[config.mk]
export PLATFORM = sky130hd
export DESIGN_NAME = torl_cell
export DESIGN_NICKNAME = d
export VERILOG_FILES = /design/src/hw/rtl/torl_pkg.sv /design/src/hw/rtl/torl_cell.sv
export SDC_FILE = /design/constraint.sdc
export NUM_CORES = 1
export LEC_CHECK = 0
export BUFFER_PORTS_ARGS = -buffer_cell sky130_fd_sc_hd__clkbuf_2
export CORE_MARGIN = 5
export CORE_UTILIZATION = 52
export CTS_CLUSTER_SIZE = 12
export DETAILED_ROUTE_END_ITERATION = 10
export GPL_TIMING_DRIVEN = 0
export PLACE_DENSITY = 0.84
export SLEW_MARGIN = 20
export SYNTH_ARGS = -nofsm -noshare
export SYNTH_HDL_FRONTEND = slang
export SYNTH_SLANG_ARGS = --single-unit
[constraint.sdc]
create_clock -name clk -period 7.4 [get_ports clk]
set_clock_uncertainty 0.05 [all_clocks]
set_input_delay 0.37 -clock clk [delete_from_list [all_inputs] [get_ports clk]]
set_output_delay 0.37 -clock clk [all_outputs]
set_load 0.01 [all_outputs]
[src/hw/rtl/torl_pkg.sv]
package torl_pkg;

	localparam int unsigned LAST_SLOT_DEF = 32;
	localparam int unsigned ID_W          = 16;
	localparam int unsigned STAMP_W       = 32;
	localparam int unsigned SLOT_IDX_W    = 6;
	localparam int unsigned OFFSET_W      = 16;
	localparam logic [OFFSET_W-1:0] OFFSET_RESET = 16'd300;

	localparam int unsigned S_TDATA_W = 56;
	localparam int unsigned M_TDATA_W = 56;

	typedef enum logic [1:0] {
		OP_ADD_IN  = 2'd0,
		OP_ADD_OUT = 2'd1,
		OP_READ    = 2'd2,
		OP_QUERY   = 2'd3
	} opcode_t;

	typedef struct packed {
		logic               occ;
		logic [ID_W-1:0]    contact;
		logic [STAMP_W-1:0] stamp;
	} entry_t;

	// ripple between neighbouring cells
	typedef struct packed {
		logic   all_skip;  // every earlier slot is newer than the new stamp
		logic   abort;     // id already sits in a newer slot
		logic   shift;     // this slot takes the previous slot's old entry
		logic   present;   // id seen in an earlier slot
		entry_t carry;     // previous slot's old entry
	} chain_t;

	typedef struct packed {
		logic               is_add;
		logic [ID_W-1:0]    contact;
		logic [STAMP_W-1:0] stamp;
	} cell_req_t;

endpackage

[src/hw/rtl/torl_cell.sv]
module torl_cell (
	input  logic               clk,
	input  logic               arst_n,
	input  torl_pkg::cell_req_t req,
	input  logic               commit,
	input  logic               abort_all,
	input  torl_pkg::chain_t   chain_in,
	output torl_pkg::chain_t   chain_out,
	output torl_pkg::entry_t   entry
);
	import torl_pkg::*;

	entry_t entry_q;
	logic   skip;
	logic   match;
	logic   ins_here;

	assign skip     = entry_q.occ && (entry_q.stamp > req.stamp);
	assign match    = entry_q.occ && (entry_q.contact == req.contact);
	assign ins_here = chain_in.all_skip && !skip;

	always_comb begin
		chain_out.all_skip = chain_in.all_skip && skip;
		chain_out.abort    = chain_in.abort || (chain_in.all_skip && skip && match);
		// shift runs on until an empty slot or the old copy of the id
		chain_out.shift    = (ins_here || chain_in.shift) && entry_q.occ && !match;
		chain_out.present  = chain_in.present || match;
		chain_out.carry    = entry_q;
	end

	always_ff @(posedge clk or negedge arst_n) begin
		if (!arst_n) begin
			entry_q <= '0;
		end else if (commit && req.is_add && !abort_all) begin
			if (ins_here) begin
				entry_q.occ     <= 1'b1;
				entry_q.contact <= req.contact;
				entry_q.stamp   <= req.stamp;
			end else if (chain_in.shift) begin
				entry_q <= chain_in.carry;
			end
		end
	end

	assign entry = entry_q;

endmodule

Yosys cells after proc, flatten, opt, wreduce, memory -nomap -nowiden
Cells that the tools add are included.
{ "word_totals": {"ff_bits": 49, "out_inout_bits": 102, "word_cells": 24} }
{ "classes": {"n_lt_le_gt_ge": 1, "n_eq_ne": 1, "muxes": 2, "n_reduce_logical": 17} }
{ "op_table": {"columns": ["operator", "count"], "rows": [
  ["49-bit 2-to-1 mux", 2],
  ["32-bit greater-than comparator", 1],
  ["16-bit == test", 1],
  ["1-bit logical AND", 9],
  ["1-bit zero test", 3],
  ["1-bit logical OR", 3],
  ["2-bit AND reduction", 1],
  ["2-bit nonzero test", 1]
]} }

Logic depth before layout (Yosys ltp)
{ "depth": {"ltp_word": 7, "ltp_mapped": 10, "mapped_depth_nobuf": 8} }

Least setup slack after synthesis
OpenSTA, ideal clock, no wires.
{ "synth_timing": {"path_kind": "register to output", "startpoint": "reg entry_q (netlist bit chain_out[14])", "endpoint": "out chain_out[50] (netlist bit)", "arrival_time_ns": 2.408, "setup_slack_ns": 4.572, "path_stages_with_launch": 10, "n_path_buf": 2, "path_cell_list": "dfrtp_1 ha_1 nand4_1 or4_1 and3_1 o31ai_2 and3_1 buf_2 buf_4 o211a_1"} }
{ "synth_rtl": {"columns": ["element", "line", "text"], "rows": [
  ["start: declaration", "torl_cell.sv:13", "entry_t entry_q;"],
  ["start signal: assignment", "torl_cell.sv:40", "entry_q <= chain_in.carry;"],
  ["end: declaration", "torl_cell.sv:8", "output torl_pkg::chain_t chain_out,"]
]} }

==> results.json <==
{
  "dp.cells": 793,
  "start_util": 0.5368,
  "async_flop_share": 1.000,
  "worst_slew_pin_slew_ns": 0.7143,
  "cts_resized": 0,
  "synth_seq_cells": 49,
  "synth_commonest_cells": "inv_1 (81), buf_4 (56), nor2_1 (52), dfrtp_1 (49)",
  "synth_top_area_cell": "dfrtp_1",
  "setup_viol_count_final": 0,
  "cpPeakStageDelay_ns": 0.54,
  "grt_pass1_vias": 4528,
  "antenna_found_initial": 0,
  "report.final.slew_viol_count": 0,
  "diodes": 0,
  "cts_root_buf": "clkbuf_8",
  "cts_sinks": 49,
  "hold_path.class": "in -> async",
  "drtIter0Drc": 169,
  "wl_per_cell_microns": 17.19,
  "fp.dieH_microns": 102.3,
  "port_buffers": 206,
  "fillers": 709,
  "clkLatencyLatePin_ns": 0.31,
  "synth.avg_cell_area_sq_um": 9.197,
  "critPathSlowestCell": "nor4_1",
  "r2r-start": "chain_out[27]$_DFFE_PN0P_",
  "seqCellArea_sq_um": 1226,
  "core_area_sq_um": 8258,
  "dieArea_sq_um": 10470,
  "via_per_inst": 5.544,
  "dr.pass1.iters": 4,
  "critPathLaunch": "chain_out[27]$_DFFE_PN0P_",
  "rsz0062_at_grt": "no",
  "hold_violations": 0,
  "hold_slack_ns": 0.07581,
  "htree_levels": 2,
  "synthDistinctLibCells": 40,
  "cap_violations": 0,
  "synth_edf_count": 0,
  "ir_drop_v": 0.0001783,
  "wl_mm": 13.77,
  "power_leakage_uw": 0.002914,
  "synth_top_area_share": 0.2766,
  "yosysWarnings": 0,
  "yosys-top-cells-area": "dfrtp_1 (28%), a221oi_2 (16%), buf_4 (9.5%)",
  "area_growth_pct": 29.30,
  "cts_buffers": 5,
  "drc": 0,
  "cts.path.max_buffers": 2,
  "die_w_microns": 102.3,
  "multi_input_area_sq_um": 2344,
  "fin_cells": 801,
  "synthCells": 482,
  "crit_buf_inv": 3,
  "finalCritPeriodShare": 0.4959,
  "crit_path_end_kind": "output port",
  "holdBufCountCts": 0,
  "maxClockFrequency_mhz": 272.5,
  "cts_tree": "built",
  "vias": 4441,
  "clkSlewWorstSetupHoldPaths_ns": 0.10,
  "synth.most_common_cell": "inv_1",
  "synthFlopType": "dfrtp_1",
  "track_usage": 0.2593,
  "cts_setup_buffers": 0,
  "overflow": 0,
  "crit_chain": "ha_1 > nand4_1 > nor4_1 > a31oi_1 > o21ai_1 > and3_1 > buf_2 > buf_4 > o211a_1 > clkbuf_2",
  "synth_nets": 620,
  "status": "finished, final reports clean",
  "power_density_nw_per_um2": 311.1,
  "cp.required_ns": 6.98,
  "worstSetupPathType": "reg -> out",
  "place_congestion": 0.8703,
  "relSlewSlack": 0.5238,
  "worst-path-max-fanout": 10,
  "grt_pass1_wl_mm": 21.65,
  "grt_max_degree": 50,
  "min_period_ns": 3.669,
  "path_delay_family": "simple AND/OR/NAND/NOR gates",
  "worstPathArrival_ns": 3.25,
  "drive_gt1_frac": 0.4799,
  "nets": 833,
  "largest_reg_flops": 49,
  "critPathLaunchType": "flip-flop",
  "dp_hpwl_mm": 11.11,
  "syn_area_sq_um": 4433,
  "antenna_left": 0,
  "seq_area_frac_synth": 0.2766,
  "io_pins": 208,
  "fin_setup_tns_ns": 0,
  "rows": 33
}
==> logic make-up after synthesis <==
family,after synthesis,share of synthesized area
and+or+nand+nor,89,0.09484
DFF,49,0.2766
adders and majority gates,32,0.09032
AOI/OAI and AO/OA,128,0.3119
buffers and inverters,168,0.1947
xor gates and xnor gates,16,0.03161
==> report_power, final <==
group	leakage, uW	internal, uW	switching, uW
Sequential	0.000530	370	128
Combinational	0.00232	524	528
Clock	0.0000681	134	98.2
==> placed cells by master (no fill, tap or decap), types with 2 or more instances in the layout <==
cell and n:
and3_1 2, inv_1 81, a311oi_1 48, nor4_1 2, nand4_1 11, ha_1 32
buf_6 2, dfrtp_1 49, o21ai_0 3, or2_2 2, nand2_1 8, a221o_1 2
xnor2_1 16, nor2_1 52, clkbuf_2 205, buf_2 6, nand3_1 5, clkbuf_8 5
clkbuf_1 23, a21oi_1 13, a221oi_2 48, bufinv_16 2, buf_4 56, o211ai_1 2
==> final timing paths <==
path	to	cells after the start	slack, ns
worst max register to register	chain_out[22]$_DFFE_PN0P_	9	4.30
max in group asynchronous	chain_out[13]$_DFFE_PN0P_	1	6.74
worst min-delay path	chain_out[18]$_DFFE_PN0P_	1	0.08
min in group clk	chain_out[31]$_DFFE_PN0P_	3	0.32
worst min register to register	chain_out[12]$_DFFE_PN0P_	2	0.53
worst max-delay path	chain_out[50]	10	3.73
==> stage by stage <==
stage               cell area [sq um]  worst slack (ns)  utilization  power, uW
floorplan                        4433             4.572            -       1175
global placement                 5595             4.031       0.6776       1525
detailed placement               5598             3.999       0.6779       1560
CTS                              5732             3.717       0.6941       1794
global route                     5732             3.546       0.6941       1921
finish                           5732             3.731       0.6941       1783
==> routing by layer <==
layer,vias to the layer above,part of all wire,GRT usage
met1,2104,0.40,0.3252
met4,0,0.017,0.06357
met5,-,0,0
li1,2136,-,-
met3,22,0.076,0.04573
met2,179,0.51,0.4618
==> area by class of cell <==
| cell class | count | area share |
|---|---|---|
| clock buffers | 5 | 0.01201 |
| inverters | 81 | 0.05305 |
| well taps | 105 | 0.02292 |
| plain buffers | 87 | 0.09758 |
| clock inverters | 3 | 0.01135 |
| flip-flops and latches | 49 | 0.2139 |
| multi-input cells | 265 | 0.4089 |
| repair buffers | 206 | 0.1803 |
Note: power is estimated with default switching activity, not from simulation.
